==> config.mk <==
export PLATFORM = sky130hd
export DESIGN_NAME = burnin_counter_reader
export DESIGN_NICKNAME = d
export VERILOG_FILES = /design/src/hw/rtl/bcr_pkg.sv /design/src/hw/rtl/bcr_front.sv /design/src/hw/rtl/bcr_queue.sv /design/src/hw/rtl/bcr_back.sv /design/src/hw/rtl/burnin_counter_reader.sv
export VERILOG_INCLUDE_DIRS = /design/src /design/src/hw/rtl
export SDC_FILE = /design/constraint.sdc
export NUM_CORES = 1
export LEC_CHECK = 0
export ABC_AREA = 1
export ABC_CLOCK_PERIOD_IN_PS = 7900
export BUFFER_PORTS_ARGS = -buffer_cell sky130_fd_sc_hd__buf_2
export CAP_MARGIN = 10
export CORE_ASPECT_RATIO = 1.2
export CORE_MARGIN = 3
export CORE_UTILIZATION = 54
export CTS_BUF_LIST = sky130_fd_sc_hd__clkbuf_8 sky130_fd_sc_hd__clkbuf_16
export CTS_CLUSTER_SIZE = 30
export DETAILED_ROUTE_END_ITERATION = 10
export GPL_TIMING_DRIVEN = 0
export PLACE_DENSITY = 0.78
export SLEW_MARGIN = 20
export SYNTH_ARGS = -nofsm -noshare
export SYNTH_HDL_FRONTEND = slang
export SYNTH_SLANG_ARGS = --single-unit
==> constraint.sdc <==
create_clock -name clk -period 7.9 [get_ports clk]
set_clock_uncertainty 0.2 [all_clocks]
set_input_delay 0.79 -clock clk [delete_from_list [all_inputs] [get_ports clk]]
set_output_delay 0.79 -clock clk [all_outputs]
set_load 0.005 [all_outputs]
==> src/hw/rtl/assert_macros.svh <==
// Assertion macros shared by the RTL of the burn-in counter reader.
`ifndef ASSERT_MACROS_SVH
`define ASSERT_MACROS_SVH

// Same-cycle implication, sampled on clk, off while rst_n is low.
`define BCR_ASSERT_SAME(label, ante, cons, msg) \
    label: assert property (@(posedge clk) disable iff (!rst_n) (ante) |-> (cons)) \
        else $error(msg);

// Next-cycle implication, sampled on clk, off while rst_n is low.
`define BCR_ASSERT_NEXT(label, ante, cons, msg) \
    label: assert property (@(posedge clk) disable iff (!rst_n) (ante) |=> (cons)) \
        else $error(msg);

`endif

==> src/hw/rtl/bcr_pkg.sv <==
// Package with shared constants, register codes and types of the burn-in counter reader.
`timescale 1ns / 1ps

package bcr_pkg;

    localparam int COUNTER_BITS   = 32;
    localparam int INDEX_BITS     = 24;
    localparam int LUMA_BITS      = 8;
    localparam int START_BITS     = 11;
    localparam int CELL_BITS      = 8;
    localparam int FWIDTH_BITS    = 13;
    localparam int CFG_INDEX_BITS = 2;
    localparam int CFG_DATA_BITS  = 13;
    localparam int TAKEN_BITS     = $clog2(COUNTER_BITS + 1);
    localparam int HALF_BITS      = CELL_BITS - 1;
    localparam int BASE_SUM_BITS  = START_BITS + 1;
    localparam int BASE_BITS      = BASE_SUM_BITS + FWIDTH_BITS;
    localparam int OFF_BITS       = TAKEN_BITS + 1 + HALF_BITS;
    localparam int TARGET_BITS    = BASE_BITS;
    localparam int QUEUE_DEPTH    = 4;
    localparam int QPTR_BITS      = 2;
    localparam int QCNT_BITS      = 3;
    localparam int SYNC_BITS      = 2;

    localparam logic [LUMA_BITS-1:0]    LUMA_THRESHOLD = 8'h80;
    localparam logic [INDEX_BITS-1:0]   INDEX_CEILING  = {INDEX_BITS{1'b1}};
    localparam logic [COUNTER_BITS-1:0] WORD_ONES      = {COUNTER_BITS{1'b1}};
    localparam logic [SYNC_BITS-1:0]    SYNC_START     = 2'd2;
    localparam logic [SYNC_BITS-1:0]    SYNC_LOAD      = 2'd1;
    localparam logic [SYNC_BITS-1:0]    SYNC_DONE      = 2'd0;

    localparam logic [CFG_INDEX_BITS-1:0] REG_START_LINE  = 2'd0;
    localparam logic [CFG_INDEX_BITS-1:0] REG_BIT_WIDTH   = 2'd1;
    localparam logic [CFG_INDEX_BITS-1:0] REG_BIT_HEIGHT  = 2'd2;
    localparam logic [CFG_INDEX_BITS-1:0] REG_FRAME_WIDTH = 2'd3;

    localparam logic [START_BITS-1:0]  RST_START_LINE  = 11'd200;
    localparam logic [CELL_BITS-1:0]   RST_BIT_WIDTH   = 8'd30;
    localparam logic [CELL_BITS-1:0]   RST_BIT_HEIGHT  = 8'd30;
    localparam logic [FWIDTH_BITS-1:0] RST_FRAME_WIDTH = 13'd1920;

    typedef struct packed {
        logic [START_BITS-1:0]  start_line;
        logic [CELL_BITS-1:0]   bit_width;
        logic [CELL_BITS-1:0]   bit_height;
        logic [FWIDTH_BITS-1:0] frame_width;
    } cfg_t;

    typedef struct packed {
        logic                    last;
        logic [COUNTER_BITS-1:0] set_mask;
    } qent_t;

endpackage

==> src/hw/rtl/bcr_front.sv <==
// Front end: pixel index tracking, sample position compare and bit mask generation.
`timescale 1ns / 1ps

module bcr_front
(
    input  logic                          clk,
    input  logic                          rst_n,
    input  bcr_pkg::cfg_t                 cfg,
    input  logic                          cfg_wr,
    input  logic                          in_valid,
    output logic                          in_ready,
    input  logic [bcr_pkg::LUMA_BITS-1:0] luma,
    input  logic                          frame_end,
    input  logic                          q_full,
    output logic                          push,
    output bcr_pkg::qent_t                push_data
);

    logic [bcr_pkg::INDEX_BITS-1:0]    pixel_index_reg, pixel_index_next;
    logic [bcr_pkg::TAKEN_BITS-1:0]    bits_taken_reg, bits_taken_next;
    logic [bcr_pkg::TARGET_BITS-1:0]   target_reg, target_next;
    logic [bcr_pkg::BASE_BITS-1:0]     base_prod_reg, base_prod_next;
    logic [bcr_pkg::OFF_BITS-1:0]      off_prod_reg, off_prod_next;
    logic [bcr_pkg::SYNC_BITS-1:0]     sync_reg, sync_next;

    logic [bcr_pkg::HALF_BITS-1:0]     half;
    logic [bcr_pkg::BASE_SUM_BITS-1:0] base_sum;
    logic                              accept;
    logic                              hit;
    logic                              take_all;
    logic [bcr_pkg::TAKEN_BITS-1:0]    take_cnt;
    logic [bcr_pkg::TAKEN_BITS-1:0]    end_pos;
    logic [bcr_pkg::COUNTER_BITS-1:0]  span_mask;

    assign half     = cfg.bit_width[bcr_pkg::CELL_BITS-1:1];
    assign base_sum = bcr_pkg::BASE_SUM_BITS'(cfg.start_line)
                    + bcr_pkg::BASE_SUM_BITS'(cfg.bit_height[bcr_pkg::CELL_BITS-1:1]);

    assign base_prod_next = bcr_pkg::BASE_BITS'(base_sum) * bcr_pkg::BASE_BITS'(cfg.frame_width);
    assign off_prod_next  = bcr_pkg::OFF_BITS'({bits_taken_reg, 1'b1})
                          * bcr_pkg::OFF_BITS'(half);

    assign in_ready = !q_full && (sync_reg == bcr_pkg::SYNC_DONE);
    assign accept   = in_valid && in_ready;
    assign push     = accept;

    assign hit = (pixel_index_reg != bcr_pkg::INDEX_CEILING)
              && (bits_taken_reg < bcr_pkg::TAKEN_BITS'(bcr_pkg::COUNTER_BITS))
              && (bcr_pkg::TARGET_BITS'(pixel_index_reg) == target_reg);

    // zero half cell: every remaining bit samples the same pixel
    assign take_all  = (half == '0);
    assign take_cnt  = take_all ? bcr_pkg::TAKEN_BITS'(bcr_pkg::COUNTER_BITS) - bits_taken_reg
                                : bcr_pkg::TAKEN_BITS'(1);
    assign end_pos   = bits_taken_reg + take_cnt;
    assign span_mask = (bcr_pkg::WORD_ONES >> bits_taken_reg) & ~(bcr_pkg::WORD_ONES >> end_pos);

    always_comb
    begin
        push_data.last     = frame_end;
        push_data.set_mask = (hit && (luma > bcr_pkg::LUMA_THRESHOLD)) ? span_mask : '0;
    end

    always_comb
    begin
        pixel_index_next = pixel_index_reg;
        bits_taken_next  = bits_taken_reg;
        target_next      = target_reg;
        if (accept)
        begin
            if (frame_end)
            begin
                pixel_index_next = '0;
                bits_taken_next  = '0;
                target_next      = base_prod_reg + bcr_pkg::TARGET_BITS'(half);
            end
            else
            begin
                if (pixel_index_reg != bcr_pkg::INDEX_CEILING)
                begin
                    pixel_index_next = pixel_index_reg + 1'b1;
                end
                if (hit)
                begin
                    bits_taken_next = end_pos;
                    if (!take_all)
                    begin
                        target_next = target_reg + bcr_pkg::TARGET_BITS'({half, 1'b0});
                    end
                end
            end
        end
        else if (sync_reg == bcr_pkg::SYNC_LOAD)
        begin
            target_next = base_prod_reg + bcr_pkg::TARGET_BITS'(off_prod_reg);
        end
    end

    always_comb
    begin
        if (cfg_wr)
        begin
            sync_next = bcr_pkg::SYNC_START;
        end
        else if (sync_reg != bcr_pkg::SYNC_DONE)
        begin
            sync_next = sync_reg - 1'b1;
        end
        else
        begin
            sync_next = sync_reg;
        end
    end

    always_ff @(posedge clk or negedge rst_n)
    begin
        if (!rst_n)
        begin
            pixel_index_reg <= '0;
            bits_taken_reg  <= '0;
            target_reg      <= '0;
            sync_reg        <= bcr_pkg::SYNC_START;
        end
        else
        begin
            pixel_index_reg <= pixel_index_next;
            bits_taken_reg  <= bits_taken_next;
            target_reg      <= target_next;
            sync_reg        <= sync_next;
        end
    end

    always_ff @(posedge clk)
    begin
        base_prod_reg <= base_prod_next;
        off_prod_reg  <= off_prod_next;
    end

endmodule

==> src/hw/rtl/bcr_queue.sv <==
// Short FIFO carrying classified pixel requests from the front end to the back end.
`timescale 1ns / 1ps

module bcr_queue
(
    input  logic           clk,
    input  logic           rst_n,
    input  logic           push,
    input  bcr_pkg::qent_t push_data,
    input  logic           pop,
    output bcr_pkg::qent_t head,
    output logic           not_empty,
    output logic           full
);

    bcr_pkg::qent_t                 mem_reg [bcr_pkg::QUEUE_DEPTH];
    logic [bcr_pkg::QPTR_BITS-1:0]  wr_ptr_reg, wr_ptr_next;
    logic [bcr_pkg::QPTR_BITS-1:0]  rd_ptr_reg, rd_ptr_next;
    logic [bcr_pkg::QCNT_BITS-1:0]  count_reg, count_next;

    assign head      = mem_reg[rd_ptr_reg];
    assign not_empty = (count_reg != '0);
    assign full      = (count_reg == bcr_pkg::QCNT_BITS'(bcr_pkg::QUEUE_DEPTH));

    always_comb
    begin
        wr_ptr_next = push ? wr_ptr_reg + 1'b1 : wr_ptr_reg;
        rd_ptr_next = pop ? rd_ptr_reg + 1'b1 : rd_ptr_reg;
        count_next  = count_reg;
        if (push && !pop)
        begin
            count_next = count_reg + 1'b1;
        end
        else if (pop && !push)
        begin
            count_next = count_reg - 1'b1;
        end
    end

    always_ff @(posedge clk or negedge rst_n)
    begin
        if (!rst_n)
        begin
            wr_ptr_reg <= '0;
            rd_ptr_reg <= '0;
            count_reg  <= '0;
        end
        else
        begin
            wr_ptr_reg <= wr_ptr_next;
            rd_ptr_reg <= rd_ptr_next;
            count_reg  <= count_next;
        end
    end

    always_ff @(posedge clk)
    begin
        if (push)
        begin
            mem_reg[wr_ptr_reg] <= push_data;
        end
    end

endmodule

==> src/hw/rtl/bcr_back.sv <==
// Back end: word assembly, continuity check, counters and the result register.
`timescale 1ns / 1ps

module bcr_back
(
    input  logic                             clk,
    input  logic                             rst_n,
    input  bcr_pkg::qent_t                   head,
    input  logic                             q_not_empty,
    output logic                             pop,
    output logic                             out_valid,
    input  logic                             out_ready,
    output logic [bcr_pkg::COUNTER_BITS-1:0] counter_value,
    output logic                             discontinuity,
    output logic                             resumed,
    output logic                             in_error,
    output logic [31:0]                      error_total,
    output logic [31:0]                      frames_seen
);

    logic [bcr_pkg::COUNTER_BITS-1:0] word_reg, word_next;
    logic [bcr_pkg::COUNTER_BITS-1:0] prev_reg, prev_next;
    logic [31:0]                      err_cnt_reg, err_cnt_next;
    logic [31:0]                      frames_reg, frames_next;
    logic                             mode_reg, mode_next;
    logic                             out_valid_reg, out_valid_next;

    logic [bcr_pkg::COUNTER_BITS-1:0] value_reg;
    logic                             jump_reg;
    logic                             resumed_reg;

    logic [bcr_pkg::COUNTER_BITS-1:0] word_upd;
    logic [bcr_pkg::COUNTER_BITS:0]   expected;
    logic                             jump;
    logic                             finish;

    assign pop      = q_not_empty && (!head.last || !out_valid_reg || out_ready);
    assign finish   = pop && head.last;
    assign word_upd = word_reg | head.set_mask;
    assign expected = {1'b0, prev_reg} + 1'b1;
    // wrap of the previous word counts as a break
    assign jump     = (prev_reg != '0) && (expected != {1'b0, word_upd});

    always_comb
    begin
        word_next      = word_reg;
        prev_next      = prev_reg;
        err_cnt_next   = err_cnt_reg;
        frames_next    = frames_reg;
        mode_next      = mode_reg;
        out_valid_next = out_valid_reg && !out_ready;
        if (pop)
        begin
            word_next = word_upd;
        end
        if (finish)
        begin
            word_next      = '0;
            prev_next      = word_upd;
            frames_next    = frames_reg + 1'b1;
            mode_next      = jump;
            out_valid_next = 1'b1;
            if (jump && (err_cnt_reg != 32'hFFFF_FFFF))
            begin
                err_cnt_next = err_cnt_reg + 1'b1;
            end
        end
    end

    always_ff @(posedge clk or negedge rst_n)
    begin
        if (!rst_n)
        begin
            word_reg      <= '0;
            prev_reg      <= '0;
            err_cnt_reg   <= '0;
            frames_reg    <= '0;
            mode_reg      <= 1'b1;
            out_valid_reg <= 1'b0;
        end
        else
        begin
            word_reg      <= word_next;
            prev_reg      <= prev_next;
            err_cnt_reg   <= err_cnt_next;
            frames_reg    <= frames_next;
            mode_reg      <= mode_next;
            out_valid_reg <= out_valid_next;
        end
    end

    always_ff @(posedge clk)
    begin
        if (finish)
        begin
            value_reg   <= word_upd;
            jump_reg    <= jump;
            resumed_reg <= !jump && mode_reg;
        end
    end

    assign out_valid     = out_valid_reg;
    assign counter_value = value_reg;
    assign discontinuity = jump_reg;
    assign resumed       = resumed_reg;
    assign in_error      = mode_reg;
    assign error_total   = err_cnt_reg;
    assign frames_seen   = frames_reg;

endmodule

==> src/hw/rtl/burnin_counter_reader.sv <==
// Top level of the burn-in counter reader: register file, front end, queue and back end.
//
// Usage: luma pixels of each frame enter in raster order on the in_valid/in_ready
// channel, with frame_end high on the last pixel. Each accepted request with
// frame_end high yields one result request on out_valid/out_ready carrying the
// decoded word, the continuity flags and the running counts; other pixels yield none.
// Registers are written on cfg_valid/cfg_ready (cfg_ready is always high), by index;
// the user must write only while the block is idle; the block does not enforce it.
// Throughput: one pixel per cycle while in_ready is high. After reset and after every
// register write the input channel holds in_ready low while the sample row offset
// multipliers settle and the next sample position is reloaded.
// The last pixel of a frame is queued, and the result is registered when it is popped.
// A stalled receiver holds the result register; pixels keep flowing through the
// four-entry queue until the next frame end reaches its head, and in_ready drops
// once four requests wait there.
// Reset clears all counts and the word history and sets error mode.
`timescale 1ns / 1ps
`include "assert_macros.svh"

module burnin_counter_reader
(
    input  logic                                clk,
    input  logic                                rst_n,
    input  logic                                cfg_valid,
    output logic                                cfg_ready,
    input  logic [bcr_pkg::CFG_INDEX_BITS-1:0]  cfg_index,
    input  logic [bcr_pkg::CFG_DATA_BITS-1:0]   cfg_data,
    input  logic                                in_valid,
    output logic                                in_ready,
    input  logic [bcr_pkg::LUMA_BITS-1:0]       luma,
    input  logic                                frame_end,
    output logic                                out_valid,
    input  logic                                out_ready,
    output logic [bcr_pkg::COUNTER_BITS-1:0]    counter_value,
    output logic                                discontinuity,
    output logic                                resumed,
    output logic                                in_error,
    output logic [31:0]                         error_total,
    output logic [31:0]                         frames_seen
);

    bcr_pkg::cfg_t  cfg_reg, cfg_next;
    logic           cfg_wr;
    logic           q_full;
    logic           q_not_empty;
    logic           push;
    logic           pop;
    bcr_pkg::qent_t push_data;
    bcr_pkg::qent_t head;

    assign cfg_ready = 1'b1;
    assign cfg_wr    = cfg_valid && cfg_ready;

    always_comb
    begin
        cfg_next = cfg_reg;
        if (cfg_wr)
        begin
            case (cfg_index)
                bcr_pkg::REG_START_LINE:
                    cfg_next.start_line = cfg_data[bcr_pkg::START_BITS-1:0];
                bcr_pkg::REG_BIT_WIDTH:
                    cfg_next.bit_width = cfg_data[bcr_pkg::CELL_BITS-1:0];
                bcr_pkg::REG_BIT_HEIGHT:
                    cfg_next.bit_height = cfg_data[bcr_pkg::CELL_BITS-1:0];
                bcr_pkg::REG_FRAME_WIDTH:
                    cfg_next.frame_width = cfg_data[bcr_pkg::FWIDTH_BITS-1:0];
                default:
                    cfg_next = cfg_reg;
            endcase
        end
    end

    always_ff @(posedge clk or negedge rst_n)
    begin
        if (!rst_n)
        begin
            cfg_reg.start_line  <= bcr_pkg::RST_START_LINE;
            cfg_reg.bit_width   <= bcr_pkg::RST_BIT_WIDTH;
            cfg_reg.bit_height  <= bcr_pkg::RST_BIT_HEIGHT;
            cfg_reg.frame_width <= bcr_pkg::RST_FRAME_WIDTH;
        end
        else
        begin
            cfg_reg <= cfg_next;
        end
    end

    bcr_front u_front
    (
        .clk       (clk),
        .rst_n     (rst_n),
        .cfg       (cfg_reg),
        .cfg_wr    (cfg_wr),
        .in_valid  (in_valid),
        .in_ready  (in_ready),
        .luma      (luma),
        .frame_end (frame_end),
        .q_full    (q_full),
        .push      (push),
        .push_data (push_data)
    );

    bcr_queue u_queue
    (
        .clk       (clk),
        .rst_n     (rst_n),
        .push      (push),
        .push_data (push_data),
        .pop       (pop),
        .head      (head),
        .not_empty (q_not_empty),
        .full      (q_full)
    );

    bcr_back u_back
    (
        .clk           (clk),
        .rst_n         (rst_n),
        .head          (head),
        .q_not_empty   (q_not_empty),
        .pop           (pop),
        .out_valid     (out_valid),
        .out_ready     (out_ready),
        .counter_value (counter_value),
        .discontinuity (discontinuity),
        .resumed       (resumed),
        .in_error      (in_error),
        .error_total   (error_total),
        .frames_seen   (frames_seen)
    );

    `BCR_ASSERT_SAME(a_flags_exclusive, out_valid, !(discontinuity && resumed), "break and resume together")
    `BCR_ASSERT_SAME(a_break_sets_error, out_valid && discontinuity, in_error && (error_total != '0), "break without error state")
    `BCR_ASSERT_SAME(a_resume_clears_error, out_valid && resumed, !in_error, "resume left error mode set")
    `BCR_ASSERT_NEXT(a_cfg_stalls_input, cfg_valid && cfg_ready, !in_ready, "input taken during register settle")

endmodule

* After elaboration in Yosys (flattened, before gate mapping)
Memory sizes are Yosys's and may differ from the RTL's.
Index checks and enable logic that the tools add are counted.
** Storage, ports and cells
- Memory bits (writable) :: 132
- Input bits :: 29
- Register bits after elaboration :: 307
- Output and inout bits :: 102
- Bits in latches :: 0
- Word-level logic and storage cells :: 120
- ROM bits :: 0
- Memories kept :: 1
** Memories
- u_queue.mem_reg :: words 4, bits a word 33, read ports 1, clocked after memory_dff 0, wr ports 1, RTL line bcr_queue.sv:16 : bcr_pkg::qent_t mem_reg [bcr_pkg::QUEUE_DEPTH];
** Operators by class
- Multiply operators :: 2
- Order comparisons :: 2
- Equality and inequality tests :: 11
- Muxes and demuxes :: 20
- Reduce and logical (&&, ||, !) cells :: 42
- Shift-type cells :: 2
- Bitwise gates (word level) :: 3
- Add/sub/neg operators :: 15
- Divide/modulo/power cells :: 0
** Operator list (count)
- 2-to-1 mux 25 bit :: 5
- 2-to-1 mux 32 bit :: 3
- adder 32 x 1 -> 32 bit, second input constant :: 2
- >> shifter 32 x 6 -> 32 bit, first input constant :: 2
- 2-to-1 mux 24 bit :: 2
- adder 32 x 1 -> 33 bit, second input constant :: 1
- != test 33 x 32 -> 1 bit :: 1
- bitwise AND 32 bit :: 1
- != test 32 bit, second input constant :: 1
- inverter 32 bit :: 1
- bitwise OR 32 bit :: 1
- nonzero test 32 bit :: 1
- adder 25 x 14 -> 25 bit :: 1
- adder 25 x 7 -> 25 bit :: 1
- adder 25 x 8 -> 25 bit :: 1
- == test 24 x 25 -> 1 bit :: 1
- multiplier 12 x 13 -> 25 bit :: 1
- adder 24 x 1 -> 24 bit, second input constant :: 1
- != test 24 bit, second input constant :: 1
- 2-to-1 mux 6 bit :: 3
- multiplier 7 x 7 -> 14 bit :: 1
- AND reduction 2 bit :: 7
- nonzero test 2 bit :: 7
- logical AND 1 bit :: 13
- other kinds (22) :: 38

* Logic depth before layout (Yosys ltp)
Gate-level depths: netlist (run 1).
- Word-level depth :: 8
- Mapped depth :: 36
- Mapped depth without buffers :: 36

* Modules after synthesis
From an unflattened synthesis (run 1), not the netlist that was laid out.
** Unflattened totals
- Cells, all modules :: 4008
- Area total of the unflattened synthesis :: 31647.9 um2
** By module, submodules not included
- bcr_front :: seq. area each 2208.4 um2, cells an instance 2245, area each 15005.6 um2, times used 1
- bcr_back :: seq. area each 4275.4 um2, cells an instance 1146, area each 8934.8 um2, times used 1
- bcr_queue :: seq. area each 4139.0 um2, cells an instance 434, area each 5928.2 um2, times used 1
- burnin_counter_reader :: seq. area each 1019.7 um2, cells an instance 183, area each 1779.2 um2, times used 1

* Worst setup path after synthesis (run 1)
No wires, ideal clock.
- Path kind :: register to register
- Start point :: register cfg_reg[14] (netlist name)
- End point :: register u_front.base_prod_reg[23] (netlist name)
- Stages on the path, launching flop included :: 35
- Library setup time :: 121 ps
- Setup slack :: 1252 ps
- Period minus slack after synthesis :: 6648 ps
- Required time :: 7579 ps
- Data arrival time :: 6327 ps
- Path buffers :: 0
- Path through :: dfstp_2 ha_1 inv_1 fa_1 o21ai_0 nand2_1 nand2_1 nand2_1 nand2_1 nand2_1 a21oi_1 or2_2 nand2_1 inv_1 nand2_1 fa_1 fa_1 fa_1 inv_1 fa_1 inv_1 fa_1 inv_1 ha_1 a21oi_1 o21ai_0 a21oi_1 o21ai_0 nand2_1 nand2_1 a21oi_1 inv_1 nand2_1 nand3_1 xor2_1
** Between the ends
- Word-level cells in the longest chain between the ends :: 2
** Ends and longest elaborated chain
- start: declaration :: RTL line burnin_counter_reader.sv:42 : bcr_pkg::cfg_t cfg_reg, cfg_next;
- start signal: assignment :: RTL line burnin_counter_reader.sv:85 : cfg_reg <= cfg_next;
- adder 11 x 7 -> 12 bit :: RTL line bcr_front.sv:37 : + bcr_pkg::BASE_SUM_BITS'(cfg.bit_height[bcr_pkg::CELL_BITS-1:1]);
- multiplier 12 x 13 -> 25 bit :: RTL line bcr_front.sv:39 : assign base_prod_next = bcr_pkg::BASE_BITS'(base_sum) * bcr_pkg::BASE_BITS'(cfg.frame_width);
- via u_front.base_prod_next, one bit :: RTL line bcr_front.sv:22 : logic [bcr_pkg::BASE_BITS-1:0] base_prod_reg, base_prod_next;
- end signal: assignment :: RTL line bcr_front.sv:135 : base_prod_reg <= base_prod_next;
- end: declaration :: RTL line bcr_front.sv:22
The timed path passes the listed nets, and every way through them passes these cells.
A chain may end at the register's enable or synchronous reset.

* Final worst setup path (run 1)
- Start point :: register cfg_reg[14] (netlist name)
- End point :: register u_front.base_prod_reg[22] (netlist name)
The elaborated chain is that of the path after synthesis.

==> reports/metrics.cfg, run 1 <==
[synth]
synth_top_family_by_area=simple AND/OR/NAND/NOR gates
synthCells=3819
synth_fa_ha_area_share_pct=15.3
ys_types=62
synth.avg_cell_area_um2=7.92
syn_area_mm2=0.0302
yosys.area_share.simple_pct=25.8
synth_seq_cells=437
synth_xor_area_share_pct=4.08
ys_async_sr_fraction_pct=53.1
ys_seq_area_share_pct=38.3
muxShareOfSynthArea_pct=0.132
synth_warnings=0
synth_fp_nets=4134
ys.flop_type=dfrtp_1
synth-edff-count=166
synth_compound_area_share_pct=7.62

[timing]
fmax_mhz=136
worst_slack_ns=0.539
tns_ns=0
slew_viol_final=0
finalCritPeriodShare_pct=93.2
max-slew-margin-rel_pct=36.7
min_period_ns=7.36
final_hold_viol_count=0
finalSetupViolCount=0
tightest_slew_ns=0.940

[clock_network]
cts_tree=done
cts_buffers=48
cts_buffer_depth=3
cts_max_level=2
clk_pin_slew_ns=0.07
cts.sinks=437
insertion_delay_ns=0.61
cts-root-buf=clkbuf_16

[floorplan]
core-area_mm2=0.0552
dieArea_mm2=0.0589
rows=94
die_h_um=265
io_pins=131
dieWidth_um=222
initial_core_util_pct=54.8

[worst_hold_path]
min_path_type=in2reg

[grt]
overflow=0
grt_pass1_vias=26200
grt_max_degree=98
grt_pass1_wl_mm=134
antenna_found_initial=0
track_usage_pct=28.2

[place]
dp_hpwl_mm=63.7
gp_congestion=0.966
placedCellCount=4675
dp_slack_ns=0.292
dpl_cell_area_mm2=0.0320
port_buffers=129

[drt]
routed_via_density=5.45
drc=0
vias=26000
firstDrtPassIters=8
wirelength_mm=82.5
drtAntennaViolNets=0
drtIter0Drc=2044
wl_per_cell_um=17.3

[critical_path]
crit_type=reg2reg
cpMaxStageDelayCell=fa_1
slowest_delay_ns=0.58
worstPathArrival_ns=7.69
cp.required_ns=8.23
crit_path_frequent_cell=nand2_1
cp_max_fo=6
startpoint_type=register
endpoint_kind=register

[final_layout]
diodes=0
largest_register_ffs=132
post-route-cell-area_mm2=0.0337
stdcell_count=4771
final_cell_mix=1152 x nand2_1, 546 x inv_1, 291 x nor2_1, 215 x dfrtp_1, 208 x nand3_1
drive_above_1_share_pct=9.26
nNetsFinal=4326
layout-area-overhead-vs-synth_pct=11.4
layout_commonest_cell=nand2_1

[run_status]
status=completed

[power_and_ir_drop]
ir_worst_vdd_mv=0.974
power_mw=14.4
leakage_nw=16.5
p_per_area_mw_per_mm2=427

[run]
drv_cap=0

==> power breakdown <==
group	total (mW)	internal (mW)	switching, mW
Clock	2.32	1.29	1.03
Sequential	3.55	3.07	0.477
Combinational	8.51	3.07	5.44
==> area by class of cell <==
cell class              count  area, µm²
plain buffers             107        538
clock inverters            41        392
fillers                  4845      21500
inverters                 562       2110
multi-input cells        2713      16000
repair buffers            142        873
flip-flops and latches    437      11600
clock buffers              49       1230
well taps                 720        901
==> what timing repair did <==
item | CTS | global route
hold buffers | 1 | 0
buffers inserted | 0 | 5
gates resized for setup | 0 | 7
endpoints found under the setup margin | 0 | 8
hold endpoints to repair | 29 | 0
==> cell families (layout without fill, tap and decap cells) <==
| kind of cell | after synthesis | after routing |
|---|---|---|
| AO/OA/AOI/OAI | 425 | 425 |
| adder cells (fa/ha/maj) | 286 | 286 |
| multiplexers | 4 | 4 |
| XOR/XNOR | 140 | 140 |
| buffers and inverters | 669 | 901 |
| other | 1 | 1 |
| flip-flops | 437 | 437 |
| AND/OR/NAND/NOR | 1857 | 1857 |
==> through the flow <==
step / hold slack [ns] / utilization [%]
after detailed placement: 0.256 / 58.0
after global placement: 0.255 / 57.6
after global routing: 0.255 / 61.1
after floorplan: 0.213 / -
after CTS: 0.214 / 61.0
final: 0.243 / 61.1
==> critical path, delay by kind of cell (launching register included) <==
| kind | cells | cell delay, ns |
|---|---|---|
| compound gates | 5 | 1.09 |
| xor+xnor | 1 | 0.18 |
| fa+ha+maj | 8 | 3.59 |
| buf+inv | 6 | 0.44 |
| flops | 1 | 0.53 |
| simple gates | 13 | 1.24 |
==> per-layer routing <==
metal	global-route usage, %	vias to the layer above	wire length (µm)
met3	3.55	275	4410
met5	0	-	0
met1	32.0	12200	31100
met4	16.8	0	5470
li1	-	12600	-
met2	51.1	927	41500
==> synth_stat cells (4+ instances only) <==
library cell,n,share of area (%)
buf_1,9,0.11
o21bai_1,5,0.12
dfxtp_1,39,2.6
nand3_1,208,3.4
buf_6,12,0.45
mux2i_1,4,0.13
o211ai_1,9,0.22
xnor2_1,42,1.2
dfstp_2,17,1.5
or2_2,13,0.27
nand2_2,7,0.14
nand2_1,1153,14
fa_1,139,9.2
nor3b_1,4,0.099
a31oi_1,9,0.19
nor4_1,18,0.37
xor2_1,97,2.8
inv_2,12,0.15
clkbuf_1,56,0.70
nor2_4,7,0.26
and2_1,5,0.10
edfxtp_1,166,16
nor2_1,295,3.7
nand3_2,4,0.13
o31ai_1,4,0.099
ha_1,147,6.1
buf_2,26,0.43
dfrtp_1,215,18
o21a_1,4,0.099
a21oi_1,143,2.4
nor3_1,52,0.86
nand3b_1,7,0.17
a21o_1,4,0.099
nor2_2,18,0.37
nor3_2,10,0.33
inv_1,546,6.8
o21ai_0,185,3.1
o21ai_1,13,0.22
nand4_1,44,0.91
o22ai_1,32,0.66
==> final timing paths <==
check	startpoint	endpoint	slack, ns	cells after the start
worst max-delay path	cfg_reg[14]$_DFFE_PN1P_	u_front.base_prod_reg[22]$_DFF_P_	0.54	33
worst min-delay path	cfg_data[11]	cfg_reg[11]$_DFFE_PN0P_	0.24	3
worst max register to register	cfg_reg[14]$_DFFE_PN1P_	u_front.base_prod_reg[22]$_DFF_P_	0.54	33
worst min register to register	cfg_reg[22]$_DFFE_PN1P_	u_front.off_prod_reg[0]$_DFF_P_	0.25	0
max in group asynchronous	rst_n	u_front.target_reg[8]$_DFFE_PN0P_	6.05	3
min in group asynchronous	rst_n	u_back.prev_reg[5]$_DFFE_PN0P_	0.52	2
(Power assumes the default switching activity.)
==> inputs of run 2 (changes only) <==
Settings changed: RECOVER_POWER from default to 100.
==> run 2 against run 1 <==
  * The flow now finishes with violations (capacitance limit, slew limit)
  * Clock power hardly changed
  * Via count about the same
  * Setup slack better by 0.011 ns
  * Critical path type unchanged
  * Largest cell class unchanged
==> reports/metrics.cfg, run 2 (same netlist as run 1, synthesis figures left out) <==
[clock_network]
insertion_delay_ns=0.61
cts-root-buf=clkbuf_16
clk_pin_slew_ns=0.07
cts_tree=done
cts.sinks=437
cts_max_level=2
cts_buffer_depth=3
cts_buffers=48

[final_layout]
drive_above_1_share_pct=6.15
multi_input_area_mm2=0.0158
layout_commonest_cell=nand2_1
nNetsFinal=4326
regArea_mm2=0.0116
final_cell_mix=1160 x nand2_1, 551 x inv_1, 309 x nor2_1, 215 x dfrtp_1, 212 x nand3_1
layout-area-overhead-vs-synth_pct=9.90
nFillCells=4954
diodes=0
largest_register_ffs=132
stdcell_count=4771

[critical_path]
endpoint_kind=register
cp.required_ns=8.23
cp_max_fo=6
cpMaxStageDelayCell=fa_1
slowest_delay_ns=0.58
reg2reg_from=cfg_reg[14]$_DFFE_PN1P_
crit_path_frequent_cell=nand2_1
startpoint_type=register
crit_type=reg2reg
worstPathArrival_ns=7.68
startpoint=cfg_reg[14]$_DFFE_PN1P_

[timing]
finalCritPeriodShare_pct=93.0
max-slew-margin-rel_pct=-190
slew_viol_final=247
final_hold_viol_count=0
fmax_mhz=136
finalSetupViolCount=0
min_period_ns=7.35
tightest_slew_ns=4.35
tns_ns=0
worst_slack_ns=0.550

[floorplan]
core-area_mm2=0.0552
dieArea_mm2=0.0589
io_pins=131
die_h_um=265
dieWidth_um=222
initial_core_util_pct=54.8
rows=94

[drt]
drtAntennaViolNets=0
vias=26000
drtIter0Drc=2106
firstDrtPassIters=6
wl_per_cell_um=17.3
wirelength_mm=82.5
routed_via_density=5.45
drc=0

[grt]
antenna_found_initial=0
overflow=0
grt_pass1_wl_mm=134
track_usage_pct=28.2
grt_max_degree=98
grt_pass1_vias=26200

[power_and_ir_drop]
ir_worst_vdd_mv=0.973
leakage_nw=16.2
p_per_area_mw_per_mm2=429

[worst_hold_path]
min_path_type=in2reg
min_from=cfg_data[11]

[run_status]
status=finished with violations
violations=capacitance limit, slew limit

[place]
dp_hpwl_mm=63.7
port_buffers=129
dp_slack_ns=0.292
placedCellCount=4675
gp_congestion=0.966

[run]
drv_cap=5

[run 2: cell count changes in the layout (fill, tap and decap cells not counted), sizes merged]
cell      change
clkinvlp      +1
clkbuf       +80
clkinv        -1
buf          -80
[run 2: where the power goes]
part	internal (mW)	total, mW	leakage, nW	switching, mW
sequential	3.08	3.56	4.86	0.478
clock	1.29	2.31	0.785	1.03
combinational	2.98	8.38	10.5	5.40
total	7.34	14.3	16.2	6.91
[run 2: what timing repair did]
item	in CTS	in global routing
hold endpoints to repair	29	0
hold buffers	1	0
resized for setup	0	7
setup buffers	0	5
setup endpoints to repair	0	8
[run 2: cell type report]
| cell class | count | area share, % |
|---|---|---|
| Tap cell | 720 | 2.71 |
| Sequential cell | 437 | 34.9 |
| Clock buffer | 49 | 3.69 |
| Buffer | 107 | 1.50 |
| Clock inverter | 41 | 1.18 |
| Inverter | 562 | 6.35 |
| Timing Repair Buffer | 142 | 2.03 |
| Multi-Input combinational cell | 2713 | 47.7 |
[run 2: through the flow]
step / util [%] / hold slack [ns] / total power, mW / cell area [µm²]
floorplan: - / 0.213 / 9.58 / 30200
global placement: 57.6 / 0.255 / 11.7 / 31800
detailed placement: 58.0 / 0.256 / 12.0 / 32000
CTS: 61.0 / 0.214 / 14.4 / 33600
global route: 60.3 / 0.255 / 15.6 / 33200
finish: 60.3 / 0.241 / 14.3 / 33200
[run 2: critical path: cells and delay by family (launching register included)]
kind	cells	cell delay, ns
AOI/OAI and AO/OA	5	1.09
xor gates and xnor gates	1	0.18
adders and majority gates	8	3.59
buffers and inverters	6	0.44
DFF	1	0.53
and+or+nand+nor	13	1.23
[run 2: path summary, 6_finish.rpt]
path,cells after the start,slack (ns),endpoint
max reg2reg,33,0.55,u_front.base_prod_reg[22]$_DFF_P_
max in group asynchronous,3,1.38,u_front.pixel_index_reg[18]$_DFFE_PN0P_
min,3,0.24,cfg_reg[11]$_DFFE_PN0P_
min in group asynchronous,2,2.06,u_back.prev_reg[2]$_DFFE_PN0P_
min reg2reg,1,0.28,u_back.frames_seen[31]$_DFFE_PN0P_
max,33,0.55,u_front.base_prod_reg[22]$_DFF_P_
[run 2: per-layer routing]
metal / GRT usage (%) / part of all wire, % / vias up / wire length [µm]
met5: 0 / 0 / - / 0
met4: 16.8 / 6.6 / 0 / 5430
met3: 3.55 / 5.2 / 268 / 4330
met2: 51.1 / 50 / 914 / 41600
met1: 32.0 / 38 / 12300 / 31100
li1: - / - / 12600 / -
